<file path="src/rtl/rwhp_pkg.sv">
// Shared types and constants for the RIFF/WAVE header parser.
package rwhp_pkg;

    // Magic and chunk tags, little-endian as assembled from the byte stream
    localparam logic [31:0] TAG_RIFF = 32'h4646_4952;
    localparam logic [31:0] TAG_WAVE = 32'h4556_4157;
    localparam logic [31:0] TAG_FMT  = 32'h2074_6D66;
    localparam logic [31:0] TAG_DATA = 32'h6174_6164;

    localparam int MAGIC_END  = 12;  // bytes taken by RIFF, size and WAVE
    localparam int FMT_MIN    = 16;  // fmt body bytes that carry the six fields
    localparam int CHUNK_HDR  = 8;   // tag plus length
    localparam int WORD_BYTES = MAGIC_END / 3;

    // Parser phases
    typedef enum logic [2:0] {
        PH_RIFF  = 3'd0,
        PH_RSIZE = 3'd1,
        PH_WAVE  = 3'd2,
        PH_HDR   = 3'd3,
        PH_BODY  = 3'd4,
        PH_PAD   = 3'd5,
        PH_HALT  = 3'd6
    } t_phase;

    // Input beat
    typedef struct packed {
        logic [7:0] byte_in;
        logic       last_byte;
    } t_in_beat;

    // Result beat
    typedef struct packed {
        logic        header_valid;
        logic [31:0] riff_size;
        logic [31:0] fmt_size;
        logic [15:0] format_tag;
        logic [15:0] channel_count;
        logic [31:0] sample_rate;
        logic [31:0] avg_byte_rate;
        logic [15:0] block_align;
        logic [15:0] sample_bits;
        logic [31:0] data_size;
    } t_out_beat;

endpackage

</file>
<file path="src/rtl/rwhp_in_reg.sv">
// Input register stage: holds one byte beat until the parser takes it.
module rwhp_in_reg (
    input  logic              i_clk,
    input  logic              i_rst_n,
    input  logic              i_in_valid,
    input  rwhp_pkg::t_in_beat i_in_beat,
    output logic              o_in_stall,
    input  logic              i_take,
    output logic              o_beat_valid,
    output rwhp_pkg::t_in_beat o_beat
);

    logic               r_valid;
    rwhp_pkg::t_in_beat r_beat;

    // Hold while the parser cannot take the stored beat
    assign o_in_stall   = r_valid && !i_take;
    assign o_beat_valid = r_valid;
    assign o_beat       = r_beat;

    always_ff @(posedge i_clk) begin
        if (!i_rst_n) begin
            r_valid <= 1'b0;
        end else if (!o_in_stall) begin
            r_valid <= i_in_valid;
        end
    end

    // Payload needs no reset
    always_ff @(posedge i_clk) begin
        if (!o_in_stall && i_in_valid) begin
            r_beat <= i_in_beat;
        end
    end

endmodule

</file>
<file path="src/rtl/rwhp_parse.sv">
// Byte-wise parse state, chunk commit logic and result formation.
module rwhp_parse (
    input  logic               i_clk,
    input  logic               i_rst_n,
    input  logic               i_beat_valid,
    input  rwhp_pkg::t_in_beat i_beat,
    input  logic               i_out_blocked,
    output logic               o_take,
    output logic               o_res_valid,
    output rwhp_pkg::t_out_beat o_res
);

    localparam logic [3:0] MAGIC_LAST = 4'(rwhp_pkg::WORD_BYTES - 1);
    localparam logic [3:0] HDR_LAST   = 4'(rwhp_pkg::CHUNK_HDR - 1);
    localparam logic [3:0] TAG_BYTES  = 4'(rwhp_pkg::WORD_BYTES);

    rwhp_pkg::t_phase r_phase, n_phase;
    logic [3:0]       r_hdr_cnt, n_hdr_cnt;
    logic [31:0]      r_tag, n_tag;
    logic [31:0]      r_len, n_len;
    logic [31:0]      r_body_rem, n_body_rem;
    logic [4:0]       r_body_pos, n_body_pos;
    logic [127:0]     r_pending, n_pending;
    logic             r_magic_failed, n_magic_failed;
    logic [31:0]      r_riff_size, n_riff_size;
    logic [31:0]      r_fmt_size, n_fmt_size;
    logic [127:0]     r_fmt_fields, n_fmt_fields;
    logic [31:0]      r_data_size, n_data_size;

    logic [7:0]  b;
    logic [31:0] tag_shift;
    logic [31:0] len_shift;
    logic [31:0] rem_dec;
    logic        do_commit;
    logic        report;

    // A final byte waits while the result register is full and stalled
    assign o_take      = i_beat_valid && !(i_beat.last_byte && i_out_blocked);
    assign o_res_valid = o_take && i_beat.last_byte;

    assign b         = i_beat.byte_in;
    assign tag_shift = {b, r_tag[31:8]};
    assign len_shift = {b, r_len[31:8]};
    assign rem_dec   = r_body_rem - 32'd1;

    // Next state
    always_comb begin
        n_phase        = r_phase;
        n_hdr_cnt      = r_hdr_cnt;
        n_tag          = r_tag;
        n_len          = r_len;
        n_body_rem     = r_body_rem;
        n_body_pos     = r_body_pos;
        n_pending      = r_pending;
        n_magic_failed = r_magic_failed;
        n_riff_size    = r_riff_size;
        n_fmt_size     = r_fmt_size;
        n_fmt_fields   = r_fmt_fields;
        n_data_size    = r_data_size;
        do_commit      = 1'b0;

        if (o_take) begin
            unique case (r_phase)
                rwhp_pkg::PH_RIFF, rwhp_pkg::PH_WAVE: begin
                    n_tag     = tag_shift;
                    n_hdr_cnt = r_hdr_cnt + 4'd1;
                    if (r_hdr_cnt == MAGIC_LAST) begin
                        n_hdr_cnt = 4'd0;
                        if (r_phase == rwhp_pkg::PH_RIFF) begin
                            if (tag_shift != rwhp_pkg::TAG_RIFF) begin
                                n_magic_failed = 1'b1;
                            end
                            n_phase = rwhp_pkg::PH_RSIZE;
                        end else if (tag_shift != rwhp_pkg::TAG_WAVE || r_magic_failed) begin
                            n_phase = rwhp_pkg::PH_HALT;
                        end else begin
                            n_phase = rwhp_pkg::PH_HDR;
                        end
                    end
                end
                rwhp_pkg::PH_RSIZE: begin
                    n_len     = len_shift;
                    n_hdr_cnt = r_hdr_cnt + 4'd1;
                    if (r_hdr_cnt == MAGIC_LAST) begin
                        n_hdr_cnt   = 4'd0;
                        n_riff_size = len_shift;
                        n_phase     = rwhp_pkg::PH_WAVE;
                    end
                end
                rwhp_pkg::PH_HDR: begin
                    if (r_hdr_cnt < TAG_BYTES) begin
                        n_tag = tag_shift;
                    end else begin
                        n_len = len_shift;
                    end
                    n_hdr_cnt = r_hdr_cnt + 4'd1;
                    if (r_hdr_cnt == HDR_LAST) begin
                        n_hdr_cnt  = 4'd0;
                        n_body_rem = n_len;
                        n_body_pos = 5'd0;
                        if (n_len == 32'd0) begin
                            // empty chunk commits at once
                            do_commit = 1'b1;
                        end else begin
                            n_phase = rwhp_pkg::PH_BODY;
                        end
                    end
                end
                rwhp_pkg::PH_BODY: begin
                    if (r_body_pos < 5'(rwhp_pkg::FMT_MIN)) begin
                        n_pending[{r_body_pos[3:0], 3'b000} +: 8] = b;
                        n_body_pos = r_body_pos + 5'd1;
                    end
                    n_body_rem = rem_dec;
                    if (rem_dec == 32'd0) begin
                        do_commit = 1'b1;
                        n_phase   = r_len[0] ? rwhp_pkg::PH_PAD : rwhp_pkg::PH_HDR;
                    end
                end
                rwhp_pkg::PH_PAD: begin
                    n_phase = rwhp_pkg::PH_HDR;
                end
                default: begin
                end
            endcase
        end

        // Commit the finished chunk's captures
        if (do_commit) begin
            if (n_tag == rwhp_pkg::TAG_FMT) begin
                n_fmt_size = n_len;
                if (n_len >= 32'(rwhp_pkg::FMT_MIN)) begin
                    n_fmt_fields = n_pending;
                end
            end else if (n_tag == rwhp_pkg::TAG_DATA) begin
                n_data_size = n_len;
            end
        end
    end

    // Result: fields are little-endian halves and words of the fmt body
    always_comb begin
        report = (n_phase != rwhp_pkg::PH_RIFF) && (n_phase != rwhp_pkg::PH_RSIZE) &&
                 (n_phase != rwhp_pkg::PH_WAVE) && !n_magic_failed;
        o_res = '0;
        if (report) begin
            o_res.header_valid  = (n_fmt_size != 32'd0);
            o_res.riff_size     = n_riff_size;
            o_res.fmt_size      = n_fmt_size;
            o_res.format_tag    = n_fmt_fields[15:0];
            o_res.channel_count = n_fmt_fields[31:16];
            o_res.sample_rate   = n_fmt_fields[63:32];
            o_res.avg_byte_rate = n_fmt_fields[95:64];
            o_res.block_align   = n_fmt_fields[111:96];
            o_res.sample_bits   = n_fmt_fields[127:112];
            o_res.data_size     = n_data_size;
        end
    end

    // State registers; the final byte returns everything to reset
    always_ff @(posedge i_clk) begin
        if (!i_rst_n || o_res_valid) begin
            r_phase        <= rwhp_pkg::PH_RIFF;
            r_hdr_cnt      <= 4'd0;
            r_tag          <= '0;
            r_len          <= '0;
            r_body_rem     <= '0;
            r_body_pos     <= '0;
            r_magic_failed <= 1'b0;
            r_riff_size    <= '0;
            r_fmt_size     <= '0;
            r_fmt_fields   <= '0;
            r_data_size    <= '0;
        end else begin
            r_phase        <= n_phase;
            r_hdr_cnt      <= n_hdr_cnt;
            r_tag          <= n_tag;
            r_len          <= n_len;
            r_body_rem     <= n_body_rem;
            r_body_pos     <= n_body_pos;
            r_magic_failed <= n_magic_failed;
            r_riff_size    <= n_riff_size;
            r_fmt_size     <= n_fmt_size;
            r_fmt_fields   <= n_fmt_fields;
            r_data_size    <= n_data_size;
        end
    end

    // Body capture buffer, only read after all its bytes are written
    always_ff @(posedge i_clk) begin
        r_pending <= n_pending;
    end

endmodule

</file>
<file path="src/rtl/rwhp_out_reg.sv">
// Result register: holds one result beat until the consumer takes it.
module rwhp_out_reg (
    input  logic                i_clk,
    input  logic                i_rst_n,
    input  logic                i_res_valid,
    input  rwhp_pkg::t_out_beat i_res,
    output logic                o_blocked,
    output logic                o_out_valid,
    output rwhp_pkg::t_out_beat o_out_beat,
    input  logic                i_out_stall
);

    logic                r_valid;
    rwhp_pkg::t_out_beat r_beat;

    // Full and not draining this cycle
    assign o_blocked   = r_valid && i_out_stall;
    assign o_out_valid = r_valid;
    assign o_out_beat  = r_beat;

    always_ff @(posedge i_clk) begin
        if (!i_rst_n) begin
            r_valid <= 1'b0;
        end else if (i_res_valid) begin
            r_valid <= 1'b1;
        end else if (!i_out_stall) begin
            r_valid <= 1'b0;
        end
    end

    always_ff @(posedge i_clk) begin
        if (i_res_valid) begin
            r_beat <= i_res;
        end
    end

endmodule

</file>
<file path="src/rtl/riff_wave_header_parser_unit.sv">
// Top level of the RIFF/WAVE header parser.
//
//   channel | direction | handshake                  | beat
//   --------+-----------+----------------------------+---------------------
//   in      | input     | i_in_valid / o_in_stall    | rwhp_pkg::t_in_beat
//   out     | output    | o_out_valid / i_out_stall  | rwhp_pkg::t_out_beat
//
// One byte beat is taken per cycle unless a final byte is held back; each is parsed
// in one pass between the input register and the result register, so the result of
// a final byte passes through the input register and then the result register.
// Reset (synchronous, active low) empties both registers and puts the parser
// in the RIFF magic phase; no clearing pass is needed.
// Non-final bytes keep flowing while a result waits; only a final byte is
// held back while the result register is full and stalled.
module riff_wave_header_parser_unit (
    input  logic                i_clk,
    input  logic                i_rst_n,
    input  logic                i_in_valid,
    input  rwhp_pkg::t_in_beat  i_in_beat,
    output logic                o_in_stall,
    output logic                o_out_valid,
    output rwhp_pkg::t_out_beat o_out_beat,
    input  logic                i_out_stall
);

    logic                take;
    logic                beat_valid;
    rwhp_pkg::t_in_beat  beat;
    logic                out_blocked;
    logic                res_valid;
    rwhp_pkg::t_out_beat res;

    rwhp_in_reg u_in_reg (
        .i_clk        (i_clk),
        .i_rst_n      (i_rst_n),
        .i_in_valid   (i_in_valid),
        .i_in_beat    (i_in_beat),
        .o_in_stall   (o_in_stall),
        .i_take       (take),
        .o_beat_valid (beat_valid),
        .o_beat       (beat)
    );

    rwhp_parse u_parse (
        .i_clk         (i_clk),
        .i_rst_n       (i_rst_n),
        .i_beat_valid  (beat_valid),
        .i_beat        (beat),
        .i_out_blocked (out_blocked),
        .o_take        (take),
        .o_res_valid   (res_valid),
        .o_res         (res)
    );

    rwhp_out_reg u_out_reg (
        .i_clk       (i_clk),
        .i_rst_n     (i_rst_n),
        .i_res_valid (res_valid),
        .i_res       (res),
        .o_blocked   (out_blocked),
        .o_out_valid (o_out_valid),
        .o_out_beat  (o_out_beat),
        .i_out_stall (i_out_stall)
    );

endmodule

</file>
<file path="config.mk">
export PLATFORM = sky130hd
export DESIGN_NAME = riff_wave_header_parser_unit
export DESIGN_NICKNAME = d
export VERILOG_FILES = /design/src/rtl/rwhp_pkg.sv /design/src/rtl/rwhp_in_reg.sv /design/src/rtl/rwhp_parse.sv /design/src/rtl/rwhp_out_reg.sv /design/src/rtl/riff_wave_header_parser_unit.sv
export SDC_FILE = /design/constraint.sdc
export NUM_CORES = 1
export LEC_CHECK = 0
export BUFFER_PORTS_ARGS = -buffer_cell sky130_fd_sc_hd__buf_2
export CAP_MARGIN = 20
export CORE_ASPECT_RATIO = 0.6
export CORE_UTILIZATION = 25
export CTS_BUF_LIST = sky130_fd_sc_hd__clkbuf_8
export DETAILED_ROUTE_END_ITERATION = 7
export SKIP_LAST_GASP = 1
export SLEW_MARGIN = 20
export SYNTH_ARGS = -nofsm -noshare
export SYNTH_HDL_FRONTEND = slang
export SYNTH_SLANG_ARGS = --single-unit
</file>
<file path="constraint.sdc">
create_clock -name i_clk -period 12.8 [get_ports i_clk]
set_input_delay 1.28 -clock i_clk [delete_from_list [all_inputs] [get_ports i_clk]]
set_output_delay 1.28 -clock i_clk [all_outputs]
set_load 0.05 [all_outputs]
</file>
# After elaboration in Yosys (flattened, before gate mapping)
# Index checks and enable logic that the tools add are counted.
# totals
output_inout_bits	227
input_bits	13
wordCells	132
ff_bits	697
# op_classes
reduce_logical	28
mux	53
n_addsub	4
magnitude_cmp	3
n_shift	2
n_eq_ne	16
# ops
cell	count
$mux 128	6
$mux 32	15
$pmux 32 s2	3
$bwmux 128	1
$shift 8x9->128 const A	1
$shiftx 8x9->128	1
$logic_not 32->1	2
$ne 32x31->1 const B	2
$eq 32x30->1 const B	1
$eq 32x31->1 const B	1
$ge 32x5->1 const B	1
$reduce_bool 32->1	1
$sub 32x1->32 const B	1
$mux 3	9
$pmux 3 s5	1
$mux 1	11
$mux 5	2
$pmux 5 s2	1
$logic_and 1x1->1	9
$neg 7->9	1
$mux 4	2
$pmux 4 s2	1
$eq 3x2->1 const B	2
$eq 3x3->1 const B	2
other kinds (21)	29

# Logic depth before layout (Yosys ltp)
# depth
word_depth	14
mapped_depth	14
depth_no_buf	10

# By module
# From an unflattened synthesis, not the netlist that was laid out.
# hier_totals
cells_unflattened	2467
area_unflattened_um2	26751.9
# by_module_without_submodules
mod	area_per_inst_um2	instances	seq_area_each_um2	cells_each
rwhp_parse	19641.3	1	9228.9	2226
rwhp_out_reg	6792.8	1	6776.5	228
rwhp_in_reg	317.8	1	290.3	13

# Worst setup path before layout
# OpenSTA, ideal clock, no wires.
# synth_path
kind	input-to-reg
from	in i_out_stall
to	reg u_parse.r_len[10]
setup_slack_ns	4.633
t_arrival_ns	8.040
stages	7
path_buffers	3
setup_ns	0.128
required_ns	12.672
cell_sequence	nand3_1 and3_1 nand2b_1 clkbuf_1 clkbuf_1 buf_1 nor2_1
# synth_between
elab_chain_len	6
word_cells_on_any_way	7
classes_between	mux: 1; reduce/logical: 6
# synth_lines
element	line	rtl
from (decl)	riff_wave_header_parser_unit.sv:23	input logic i_out_stall
$logic_and 1x1->1	rwhp_out_reg.sv:17	assign o_blocked = r_valid && i_out_stall;
$logic_and 1x1->1	rwhp_parse.sv:38	assign o_take = i_beat_valid && !(i_beat.last_byte && i_out_blocked);
$logic_not 1->1	rwhp_parse.sv:38	
$logic_and 1x1->1	rwhp_parse.sv:38	
$logic_and 1x1->1	rwhp_parse.sv:39	assign o_res_valid = o_take && i_beat.last_byte;
via res_valid	riff_wave_header_parser_unit.sv:30	logic res_valid;
$logic_or 1x1->1	rwhp_parse.sv:162	if (!i_rst_n || o_res_valid) begin
to (signal assigned)	rwhp_parse.sv:178	r_len <= n_len;
to (decl)	rwhp_parse.sv:20	logic [31:0] r_len, n_len;
# The timed path passes the listed nets, and every way through them passes these cells.
# A chain may end at the register's enable or synchronous reset.

# Worst setup path in the final report
# layout_path
from	reg u_parse.r_body_rem[0]
to	reg u_out_reg.r_beat, in the netlist u_out_reg.o_out_beat[83] (data pin)
# layout_between
elab_chain_len	9
word_cells_on_any_way	15
classes_between	add/sub: 1; eq/ne: 2; mux: 7; reduce/logical: 5
# layout_lines
element	line	rtl
from (decl)	rwhp_parse.sv:21	logic [31:0] r_body_rem, n_body_rem;
from (signal assigned)	rwhp_parse.sv:179	r_body_rem <= n_body_rem;
$sub 32x1->32 (*)	rwhp_parse.sv:44	assign rem_dec = r_body_rem - 32'd1;
$logic_not 32->1 (*)	rwhp_parse.sv:115	if (rem_dec == 32'd0) begin
$mux 3	rwhp_parse.sv:115	
$pmux 3 s5	rwhp_parse.sv:63	unique case (r_phase)
$mux 3	rwhp_parse.sv:62	if (o_take) begin
$ne 3x1->1 or $reduce_bool 3->1 (tied branches)	rwhp_parse.sv:143	report = (n_phase != rwhp_pkg::PH_RIFF) && (n_phase != rwhp_pkg::PH_RSIZE) &&
$logic_and 1x1->1 (2 in a row)	rwhp_parse.sv:143	
$logic_and 1x1->1	rwhp_parse.sv:144	(n_phase != rwhp_pkg::PH_WAVE) && !n_magic_failed;
to (signal assigned)	rwhp_out_reg.sv:33	r_beat <= i_res;
to (decl)	rwhp_out_reg.sv:14	rwhp_pkg::t_out_beat r_beat;
# Every way passes the cells marked *; elsewhere a longest branch is shown, timed or not.

==> impl_metrics.prom <==
# TYPE chip_impl_metric gauge
chip_impl_metric{name="core_region_area",unit="sq um"} 117000
chip_impl_metric{name="route.antenna.remaining_nets",unit=""} 0
chip_impl_metric{name="ioPinCount",unit=""} 240
chip_impl_metric{name="drt_wl_total",unit="um"} 98600
chip_impl_metric{name="portBuffers",unit=""} 239
chip_impl_metric{name="cts_inserted_buffers",unit=""} 108
chip_impl_metric{name="route.detailed.wl_per_inst",unit="um"} 21.1
chip_impl_metric{name="async_flop_share",unit="%"} 0
chip_impl_info{name="run_status",value="finished clean"} 1
chip_impl_metric{name="place_worst_setup_slack",unit="ns"} 6.59
chip_impl_info{name="maxUsedRoutingLayer",value="met5"} 1
chip_impl_metric{name="worstPathArrival",unit="ns"} 6.43
chip_impl_metric{name="finalHoldViolations",unit=""} 0
chip_impl_metric{name="critical_path_required",unit="ns"} 13.26
chip_impl_metric{name="min_period_over_period",unit="%"} 46.6
chip_impl_metric{name="synthesis.instances",unit=""} 2876
chip_impl_metric{name="crit_path_max_fanout",unit=""} 59
chip_impl_metric{name="first_global_vias",unit=""} 21800
chip_impl_metric{name="ir_worst_vdd",unit="mV"} 0.0790
chip_impl_metric{name="post-cts-setup-buffers",unit=""} 0
chip_impl_info{name="rsz0062_at_grt",value="no"} 1
chip_impl_info{name="setup.worst_path.end_class",value="flop"} 1
chip_impl_metric{name="nNetsFinal",unit=""} 3019
chip_impl_metric{name="wl_met1",unit="um"} 49600
chip_impl_metric{name="cts.clk_slew.worst_paths",unit="ns"} 0.07
chip_impl_metric{name="tightest_slew",unit="ns"} 1.13
chip_impl_metric{name="post_route_clock_skew",unit="ns"} 0.0786
chip_impl_metric{name="floorplan.initialDensity",unit="%"} 25.2
chip_impl_metric{name="num_vias",unit=""} 23200
chip_impl_info{name="path_class",value="reg2reg"} 1
chip_impl_metric{name="clock_sink_count",unit=""} 697
chip_impl_metric{name="worst_slew_slack_as_a_fraction_of_its_limit",unit="%"} 24.8
chip_impl_metric{name="avgViaCountPerCell",unit=""} 4.96
chip_impl_metric{name="final_design_area_no_fill",unit="sq um"} 34400
chip_impl_metric{name="yosysSeqAreaShare",unit="%"} 55.2
chip_impl_metric{name="layout_setup_ws",unit="ns"} 6.84
chip_impl_metric{name="placement_rows",unit=""} 97
chip_impl_metric{name="grt_remaining_overflow",unit=""} 0
chip_impl_metric{name="cts.hold.buffers_added",unit=""} 0
chip_impl_metric{name="fin_tns_setup",unit="ns"} 0
chip_impl_metric{name="maximum_number_of_pins_on_one_net_before_global_route_repair",unit=""} 161
chip_impl_metric{name="fin_util",unit="%"} 29.4
chip_impl_metric{name="fin_cells",unit=""} 4684
chip_impl_metric{name="cap_violations",unit=""} 0
chip_impl_metric{name="clock_tree.buffer_depth",unit=""} 3
chip_impl_metric{name="yosys_cell_types",unit=""} 74
chip_impl_metric{name="report.final.slew_viol_count",unit=""} 0
chip_impl_metric{name="firstDrtPassIters",unit=""} 5
chip_impl_info{name="hold_path_class",value="reg2reg"} 1
chip_impl_metric{name="syn_to_final_growth",unit="%"} 16.5
chip_impl_metric{name="clkLatencyLatePin",unit="ns"} 0.83
chip_impl_metric{name="grt_pass1_wl",unit="um"} 145000
chip_impl_metric{name="postSynthNetCount",unit=""} 2896
chip_impl_metric{name="synth_enable_flop_cells",unit=""} 234
chip_impl_metric{name="power_density",unit="nW/um^2"} 135
chip_impl_metric{name="fillers",unit=""} 12100
chip_impl_metric{name="synthesis.area_per_instance",unit="sq um"} 10.3
chip_impl_info{name="timing.critical_path.cells",value="inv_1 > ha_1 > nor3b_1 > nand4_1 > nor2_1 > xor2_1 > and4bb_1 > a32o_1 > a22oi_4 > buf_4 > buf_4 > buf_4 > nor4_1"} 1
chip_impl_metric{name="postSynthRegisterBits",unit=""} 697
chip_impl_metric{name="synthesis.area",unit="sq um"} 29500
chip_impl_metric{name="die_w",unit="um"} 445
chip_impl_metric{name="initialDrtViolationCount",unit=""} 2195
chip_impl_metric{name="number_of_drc_violations_after_detailed_routing",unit=""} 0
chip_impl_metric{name="gpl.final_weighted_congestion",unit=""} 0.910
chip_impl_info{name="tritoncts",value="yes"} 1
chip_impl_metric{name="critPathMaxStageDelay",unit="ns"} 0.91
chip_impl_metric{name="htree_num_levels",unit=""} 3
chip_impl_metric{name="overall_routing_resource_usage",unit="%"} 16.0
chip_impl_metric{name="layout_min_cycle_time",unit="ns"} 5.96
chip_impl_info{name="crit_path_frequent_cell",value="sky130_fd_sc_hd__buf_4"} 1
chip_impl_metric{name="ys.warnings.count",unit=""} 0
chip_impl_metric{name="placed_cell_area",unit="sq um"} 31900
chip_impl_info{name="yosys_most_used_dff",value="sky130_fd_sc_hd__dfxtp_1"} 1
chip_impl_metric{name="overall_die_area",unit="sq um"} 119000
chip_impl_metric{name="met2RoutedLength",unit="um"} 38400
chip_impl_info{name="clock_root_buffer",value="sky130_fd_sc_hd__clkbuf_8"} 1
chip_impl_info{name="timing.critical_path.slowest_stage_cell",value="sky130_fd_sc_hd__buf_4"} 1
chip_impl_metric{name="fmaxAchievable",unit="MHz"} 168
chip_impl_metric{name="routed-wl-met3",unit="um"} 8420
chip_impl_metric{name="dpl.cell_count",unit=""} 4472
chip_impl_info{name="worstSetupStartpointType",value="flop"} 1
chip_impl_metric{name="cellLeakagePower",unit="uW"} 0.0126
chip_impl_metric{name="report.final.setup_viol",unit=""} 0
chip_impl_metric{name="die_height",unit="um"} 268
chip_impl_metric{name="drive_above_1_share",unit="%"} 20.2
chip_impl_metric{name="postCtsResizedCells",unit=""} 0
chip_impl_metric{name="antenna_found_initial",unit=""} 8
chip_impl_metric{name="dp_hpwl",unit="um"} 62000
## critical path: cells and delay by family (launching register included)
family          cells  cell delay (ns)
compound gates      2             0.46
simple gates        5             1.73
flops               1             0.39
fa+ha+maj           1             0.26
xor+xnor            1             0.30
buf+inv             4             2.30
## cell usage after synthesis, drive strengths merged (7+ instances only)
| cell | number | area [sq um] |
|---|---|---|
| a211oi | 7 | 52.6 |
| a21oi | 204 | 1020 |
| a31oi | 7 | 50.1 |
| a32oi | 8 | 70.1 |
| and2 | 8 | 50.1 |
| and3 | 9 | 56.3 |
| buf | 92 | 566 |
| clkbuf | 176 | 661 |
| dfxtp | 463 | 9270 |
| edfxtp | 234 | 7030 |
| ha | 7 | 87.6 |
| inv | 43 | 161 |
| mux2 | 82 | 923 |
| mux2i | 148 | 1480 |
| nand2 | 138 | 521 |
| nand3 | 64 | 320 |
| nand4 | 21 | 131 |
| nand4b | 109 | 955 |
| nor2 | 344 | 1290 |
| nor2b | 9 | 56.3 |
| nor3 | 250 | 1260 |
| nor3b | 29 | 223 |
| nor4 | 196 | 1650 |
| o2111ai | 25 | 219 |
| o21ai | 95 | 479 |
| o22ai | 9 | 56.3 |
| or3 | 10 | 62.6 |
| xor2 | 8 | 70.1 |
## routing by layer
| metal | GRT usage (%) | vias to the layer above |
|---|---|---|
| met3 | 4.44 | 143 |
| met4 | 4.56 | 2 |
| met5 | 0 | - |
| met1 | 24.8 | 11400 |
| li1 | - | 10900 |
| met2 | 21.1 | 819 |
## cell usage in the layout (no fill, tap or decap), drive strengths merged, types with 95 or more instances in the layout
master | synthesis | routed
buf | 92 | 281
edfxtp | 234 | 234
nor4 | 196 | 196
nor3 | 250 | 250
nand2 | 138 | 138
nor2 | 344 | 344
a21oi | 204 | 204
clkbuf | 176 | 130
nand4b | 109 | 109
mux2i | 148 | 148
o21ai | 95 | 95
dfxtp | 463 | 463
## stage by stage
stage / power [uW] / hold WS, ns
floorplan: 2510 / 0.420
global placement: 2570 / 0.428
detailed placement: 2570 / 0.439
CTS: 4680 / 0.453
global route: 4800 / 0.469
finish: 4640 / 0.453
## cell type report
type                       count  area [sq um]  share of cell area [%]
timing repair buffer         281          1560                    4.54
tap                         1584          1980                    5.77
multi-input combinational   1868         11900                    34.6
clock buffer                 130          1790                    5.21
antenna                        5          12.5                  0.0364
inverter                      43           161                   0.470
clock inverter                76           661                    1.92
sequential                   697         16300                    47.4
## power by group
part,switching [uW],total (uW),internal (uW)
Sequential,12.1,2310,2300
Clock,972,2110,1140
Combinational,165,213,48.0
## flip-flops by register name, summed over array words and instances, names as in the netlist, 32 cells and up
register,flops
u_parse.r_riff_size,32
u_parse.r_data_size,32
u_parse.r_pending,128
u_parse.r_len,32
u_parse.r_fmt_fields,128
u_parse.r_fmt_size,32
u_parse.r_body_rem,32
u_out_reg.o_out_beat,225
u_parse.r_tag,32
## worst paths after layout
check,startpoint,endpoint,slack [ns],depth (start not counted)
setup / recovery,u_parse.r_body_rem[0],u_out_reg.o_out_beat[83],6.84,13
hold / removal,u_parse.r_pending[46],u_parse.r_pending[46],0.45,2
setup reg to reg,u_parse.r_body_rem[0],u_out_reg.o_out_beat[83],6.84,13
hold reg to reg,u_parse.r_pending[46],u_parse.r_pending[46],0.45,2
## kinds of logic (layout without fill, tap and decap cells)
logic type | after synthesis | after routing | share of synthesized area [%]
simple gates | 1224 | 1224 | 23.4
flops | 697 | 697 | 55.2
compound gates | 393 | 393 | 7.81
buf+inv | 311 | 530 | 4.70
mux | 230 | 230 | 8.15
xor+xnor | 14 | 14 | 0.416
fa+ha+maj | 7 | 7 | 0.297
other cells | 0 | 5 | 0
Note: power is estimated with default switching activity, not from simulation.
